==> src/rtl/roitab_pkg.sv <==
package roitab_pkg;

  typedef logic [2:0] opcode_t;

  localparam opcode_t OP_INSERT = 3'd0;
  localparam opcode_t OP_SET    = 3'd1;
  localparam opcode_t OP_REMOVE = 3'd2;
  localparam opcode_t OP_CHECK  = 3'd3;
  localparam opcode_t OP_READ   = 3'd4;

  typedef logic [1:0] rcode_t;

  localparam rcode_t RC_OK        = 2'd0;
  localparam rcode_t RC_NOT_FOUND = 2'd1;
  localparam rcode_t RC_FULL      = 2'd2;

  localparam int unsigned CoordW = 13;
  localparam int unsigned SizeW  = 12;
  localparam int unsigned AreaW  = 2 * SizeW;
  localparam int unsigned RankW  = 4;
  localparam int unsigned SlotW  = 4;
  localparam int unsigned InDataW  = 56;
  localparam int unsigned OutDataW = 64;

  typedef struct packed {
    logic signed [CoordW-1:0] x;
    logic signed [CoordW-1:0] y;
    logic        [SizeW-1:0]  w;
    logic        [SizeW-1:0]  h;
  } rect_t;

  typedef struct packed {
    logic             vld;
    opcode_t          op;
    logic [RankW-1:0] rank;
    rect_t            rect;
    logic [AreaW-1:0] q_area;
    logic             done;
    logic             hit;
    logic [SlotW-1:0] slot;
  } tok_t;

endpackage

==> src/rtl/roitab_cell.sv <==
module roitab_cell #(
  parameter int unsigned CELL_IDX = 0
) (
  input  logic               clk_i,
  input  logic               rst_ni,
  input  roitab_pkg::tok_t   tok_i,
  output roitab_pkg::tok_t   tok_o
);
  import roitab_pkg::*;

  logic             ent_vld_q, ent_vld_d;
  rect_t            ent_q;
  logic [AreaW-1:0] area_q;
  logic             wr;
  tok_t             tok_d, tok_q;

  logic signed [CoordW:0]   qxe, qye, exe, eye;
  logic signed [CoordW-1:0] x0, y0;
  logic signed [CoordW:0]   x1, y1;
  logic signed [CoordW+1:0] dx, dy;
  logic                     pos;
  logic [AreaW-1:0]         inter;
  logic                     ovl;

  always_comb begin
    qxe = $signed({tok_i.rect.x[CoordW-1], tok_i.rect.x}) + $signed({2'b00, tok_i.rect.w});
    qye = $signed({tok_i.rect.y[CoordW-1], tok_i.rect.y}) + $signed({2'b00, tok_i.rect.h});
    exe = $signed({ent_q.x[CoordW-1], ent_q.x}) + $signed({2'b00, ent_q.w});
    eye = $signed({ent_q.y[CoordW-1], ent_q.y}) + $signed({2'b00, ent_q.h});
    x0  = (tok_i.rect.x > ent_q.x) ? tok_i.rect.x : ent_q.x;
    y0  = (tok_i.rect.y > ent_q.y) ? tok_i.rect.y : ent_q.y;
    x1  = (qxe < exe) ? qxe : exe;
    y1  = (qye < eye) ? qye : eye;
    dx  = $signed({x1[CoordW], x1}) - $signed({{2{x0[CoordW-1]}}, x0});
    dy  = $signed({y1[CoordW], y1}) - $signed({{2{y0[CoordW-1]}}, y0});
    pos = !dx[CoordW+1] && (dx != '0) && !dy[CoordW+1] && (dy != '0);
    inter = AreaW'(dx[SizeW-1:0]) * AreaW'(dy[SizeW-1:0]);
    ovl = pos && (({inter, 1'b0} > {1'b0, area_q}) || ({inter, 1'b0} > {1'b0, tok_i.q_area}));
  end

  always_comb begin
    tok_d     = tok_i;
    ent_vld_d = ent_vld_q;
    wr        = 1'b0;
    if (tok_i.vld && !tok_i.done) begin
      case (tok_i.op) inside
        OP_INSERT: begin
          if (!ent_vld_q) begin
            wr         = 1'b1;
            ent_vld_d  = 1'b1;
            tok_d.done = 1'b1;
            tok_d.slot = SlotW'(CELL_IDX);
          end
        end
        OP_SET, OP_REMOVE, OP_READ: begin
          if (ent_vld_q) begin
            if (tok_i.rank == '0) begin
              tok_d.done = 1'b1;
              tok_d.slot = SlotW'(CELL_IDX);
              if (tok_i.op == OP_SET) begin
                wr = 1'b1;
              end else if (tok_i.op == OP_REMOVE) begin
                ent_vld_d = 1'b0;
              end else begin
                tok_d.rect = ent_q;
              end
            end else begin
              tok_d.rank = tok_i.rank - 1'b1;
            end
          end
        end
        OP_CHECK: begin
          if (ent_vld_q && ovl) begin
            tok_d.hit = 1'b1;
          end
        end
        default: ;
      endcase
    end
  end

  always_ff @(posedge clk_i or negedge rst_ni) begin
    if (!rst_ni) begin
      ent_vld_q <= 1'b0;
      tok_q     <= '0;
    end else begin
      ent_vld_q <= ent_vld_d;
      tok_q     <= tok_d;
    end
  end

  always_ff @(posedge clk_i) begin
    if (wr) begin
      ent_q  <= tok_i.rect;
      area_q <= AreaW'(tok_i.rect.w) * AreaW'(tok_i.rect.h);
    end
  end

  assign tok_o = tok_q;

endmodule
==> config.mk <==
export PLATFORM = sky130hd
export DESIGN_NAME = roitab_cell
export DESIGN_NICKNAME = d
export VERILOG_FILES = /design/src/rtl/roitab_pkg.sv /design/src/rtl/roitab_cell.sv
export SDC_FILE = /design/constraint.sdc
export NUM_CORES = 1
export LEC_CHECK = 0
export BUFFER_PORTS_ARGS = -buffer_cell sky130_fd_sc_hd__buf_2
export CAP_MARGIN = 20
export CORE_MARGIN = 5
export CORE_UTILIZATION = 40
export CTS_BUF_LIST = sky130_fd_sc_hd__clkbuf_16
export CTS_CLUSTER_SIZE = 30
export DETAILED_ROUTE_END_ITERATION = 8
export PLACE_DENSITY = 0.68
export SYNTH_ARGS = -nofsm -noshare
export SYNTH_HDL_FRONTEND = slang
export SYNTH_SLANG_ARGS = --single-unit
==> constraint.sdc <==
create_clock -name clk_i -period 18.4 [get_ports clk_i]
set_input_delay 0.92 -clock clk_i [delete_from_list [all_inputs] [get_ports clk_i]]
set_output_delay 0.92 -clock clk_i [all_outputs]
set_load 0.05 [all_outputs]
; ---- Word level (Yosys, flattened, before mapping)
; Index checks and enable logic that the tools add are counted.
[totals]
reg_bits = 163
in_bits = 90
out_inout_bits = 88
word_cells = 93
[classes]
addsub = 7
multipliers = 2
magnitude_cmp = 6
eq_ne = 4
muxes = 40
reduce_logical = 17
[ops]
columns = operator, count
row1 = two-way mux 54 bit, 4
row2 = two-way mux 50 bit, 3
row3 = adder 13 x 13 -> 14 bit, 4
row4 = > comparator 25 x 24 -> 1 bit, 2
row5 = multiplier 12 x 12 -> 24 bit, 2
row6 = nonzero test 15 bit, 2
row7 = subtractor 14 x 13 -> 15 bit, 2
row8 = less-than comparator 14 bit, 2
row9 = two-way mux 14 bit, 2
row10 = > comparator 13 bit, 2
row11 = two-way mux 13 bit, 2
row12 = two-way mux 4 bit, 6
row13 = two-way mux 1 bit, 22
row14 = equality test 3 x 2 -> 1 bit (second input constant), 2
row15 = logical AND 1 bit, 6
row16 = two-way mux 6 bit, 1
row17 = zero test 4 bit, 1
row18 = subtractor 4 x 1 -> 4 bit (second input constant), 1
row19 = equality test 3 x 1 -> 1 bit (second input constant), 1
row20 = equality test 3 bit (second input constant), 1
row21 = zero test 1 bit, 3
row22 = zero test 3 bit, 1
row23 = OR reduction 3 bit, 1
row24 = AND reduction 2 bit, 1
row25 = other kinds (2), 2

; ---- Longest topological paths before layout
[depth]
ltp_word = 15
mapped_depth = 56
depth_no_buf = 54

; ---- Least setup slack after synthesis
; OpenSTA, ideal clock, no wires.
[synth_timing]
path_kind = input port to flip-flop
startpoint = input tok_i[43] (netlist name)
endpoint = register tok_q, in the netlist tok_o[4]
setup_time_ns = 0.120
t_arrival_ns = 12.569
required_time_ns = 18.280
path_slack_ns = 5.710
cell_stages = 56
path_buffers = 3
path_cell_list = clkbuf_1 > inv_1 > fa_1 > nor2b_1 > o21a_1 > o21ai_0 > nand2b_1 > a31o_2 > a41o_1 > o41a_1 > xnor2_1 > inv_1 > ha_1 > nand2_1 > o21bai_1 > a41oi_1 > a21oi_1 > nand2_1 > [20 not listed] > inv_1 > ha_1 > nand4_1 > nor2_1 > a41oi_1 > o21ai_0 > or3b_2 > a21o_1 > a21oi_1 > xnor2_1 > ha_1 > and4_1 > nand2_1 > or3_1 > or4_1 > o221ai_1 > o311ai_0 > a41o_1
[synth_lines]
columns = element, line
row1 = from (decl), roitab_cell.sv:6  ; input roitab_pkg::tok_t tok_i,
row2 = to (signal assigned), roitab_cell.sv:88  ; tok_q <= tok_d;
row3 = to (decl), roitab_cell.sv:15  ; tok_t tok_d, tok_q;

==> qor.yml <==
detailed_routing:
  drc: 0
  drtPass1Iterations: 5
  drt_iter0_drc: 1034
  ant_nets: 0
  wl_per_cell_um: 19.16
  vias: 16380
  routed_via_density: 5.317
  wl_um: 59030
sta:
  fmax_ghz: 0.07177
  slew_headroom_pct: 33.37
  hold_violations: 0
  finalSetupViolCount: 0
  rsz0062_at_grt: "no"
  post-route-min-period_ps: 13930
  slew_viol_final: 0
  fin_crit_sh_pct: 75.73
  worstMarginPinSlew_ps: 996.1
  skew_ps: 10.53
  setup_tns_ps: 0
worst_setup_path:
  cp_slowest_stage_delay_ps: 800
  arrival_ps: 14310
  crit_required_ps: 18770
  cpMostUsedCell: "fa_1"
  startpoint: "tok_i[30]"
  end_kind: "flop"
  timing.rr.start: "ent_q[24]"
  crit_slowest_cell: "xor2_1"
  worstPathMaxFanout: 15
  cp-start-kind: "input pin"
  worstSetupPathType: "input pin to flop"
floorplanning:
  num_rows: 83
  core_area_mm2: 0.05151
  die_w_um: 238.5
  ioPinCount: 178
  die_area_mm2: 0.05687
  die_h_um: 238.5
  initial_core_util_pct: 40.54
final_layout:
  multiInputGateArea_mm2: 0.01482
  final_cell_mix: "inv_1, ha_1, nand2_1, fa_1, buf_2"
  layout_commonest_cell: "inv_1"
  fin_nets: 2981
  syn_to_final_growth_pct: 10.83
  antenna-diode-count: 0
  seqCellArea_mm2: 0.004449
  drive_above_1_share_pct: 12.63
  fillers: 4964
global_routing:
  grt_pass1_vias: 17210
  grt_pass1_wl_um: 93680
  grt_max_degree: 76
  grt-ovfl-total: 0
  antenna_found_initial: 2
  track_usage_pct: 20.93
place:
  gp_congestion: 0.9181
  hpwl_um: 48210
  port_buffers: 177
synth:
  ys_seq_elements: 163
  synth_top_family_by_area: "adder cells"
  synthSimpleGateAreaFrac_pct: 14.21
  postSynth.asyncResetShare_pct: 54.60
  yosysSeqAreaShare_pct: 21.31
  synth.avg_cell_area_um2: 9.364
  netlist_area_mm2: 0.02088
  synth_compound_area_share_pct: 10.89
  synthAdderAreaFrac_pct: 37.61
  synth.mux.area_fraction_pct: 4.260
  synth_xor_area_share_pct: 3.985
  yosysWarningCount: 0
  ys_types: 72
  ys.flop_type: "dfrtp_1"
  synth_nets: 2824
  netlist_instances: 2230
  synth_edf_count: 74
cts:
  clk_pin_slew_ps: 70
  clk_path_buf_depth: 2
  cts_max_level: 4
  postCtsSetupBuffers: 0
  cts_made_buffers: 17
  clock_latency_ps: 480
  cts_num_sinks: 163
  cts_tree: "built"
  cts_resized: 0
  cts_hold_buf: 0
  root_buffer: "clkbuf_16"
run:
  drv_cap: 0
status:
  run_status: "finished clean"
min_path:
  min_path_type: "input pin to async pin"
==> synth_stat cells (all sizes together), types with 4 or more instances <==
library cell  count  share of area (%)
a41oi             4               0.17
and2             60                1.8
nor2b            31               0.93
xor2             31                1.3
mux2i            45                2.2
or4               5               0.18
nand3            26               0.62
o211ai            9               0.32
a41o              5               0.24
edfxtp           74                 11
fa              206                 20
a31oi             9               0.27
o22ai             5               0.18
o41ai             5               0.28
a211oi           12               0.50
nand4            21               0.63
xnor2            64                2.7
o2111ai           4               0.17
o21ai            91                2.2
a2111oi           6               0.25
or3              11               0.33
nand2b           60                1.8
a221oi            4               0.20
nor3             28               0.67
mux2             39                2.1
ha              298                 18
o21bai            9               0.32
a21o             48                1.7
o21a             22               0.79
nand2           208                3.7
a21oi            82                2.0
buf               7               0.19
dfrtp            89                 11
clkbuf           50               0.90
nor3b             4               0.14
inv             370                6.7
nor2            123                2.2
or2              23               0.69
==> path summary, 6_finish.rpt <==
| path | to | slack [ps] | cells after the start |
|---|---|---|---|
| worst min register to register | tok_o[39] | 540 | 1 |
| worst min-delay path | tok_o[29] | 450 | 1 |
| min in group clk_i | tok_o[39] | 540 | 1 |
| max in group asynchronous | tok_o[77] | 16790 | 2 |
| worst max-delay path | tok_o[4] | 4470 | 49 |
| worst max register to register | tok_o[4] | 4630 | 48 |
==> critical path, delay by kind of cell <==
family                   cells  cell delay [ps]
AND/OR/NAND/NOR              8             2060
AO/OA/AOI/OAI               21             4770
XOR/XNOR                     3             1120
adder cells (fa/ha/maj)     11             4570
buffers and inverters        5              420
multiplexers                 1              410
==> final cells by class <==
type	count	area share [%]
clock buffers	20	2.163
clock inverters	12	0.4703
inverters	370	6.001
multi-input cells	1640	64.04
flip-flops and latches	163	19.22
well taps	680	3.676
repair buffers	195	4.422
==> cells by family (layout without fill, tap and decap cells) <==
kind of cell	Yosys count	after routing
buffers and inverters	427	597
muxes	84	84
and+or+nand+nor	613	613
adders and majority gates	504	504
xor gates and xnor gates	95	95
DFF	163	163
AOI/OAI and AO/OA	344	344
==> sequential cells by signal (all words and copies together), names as in the netlist <==
name       flops
area_q        24
ent_vld_q      1
tok_o         88
ent_q         50
==> through the flow <==
stage | instances | area [um2] | setup WS [ps] | utilization (%) | hold WS [ps]
finish | 3080 | 23140 | 4466 | 44.93 | 452.9
global route | 3080 | 23140 | 3579 | 44.93 | 475.5
CTS | 3079 | 23140 | 4625 | 44.92 | 452.3
detailed placement | 3047 | 22530 | 4107 | 43.73 | 513.9
global placement | 3047 | 22530 | 4513 | 43.73 | 522.1
floorplan | 2230 | 20880 | 5710 | - | 489.9
==> per-layer routing <==
metal / track usage (%) / wire length, um / vias up
met5: 0 / 0 / -
met4: 9.548 / 2875 / 0
met3: 4.404 / 3392 / 124
met2: 32.88 / 26700 / 509
met1: 27.90 / 26060 / 8037
li1: - / - / 7706
Power is left out: the tool's default activity adds up to more than one toggle a clock period on the data nets, which glitch-free logic cannot reach.
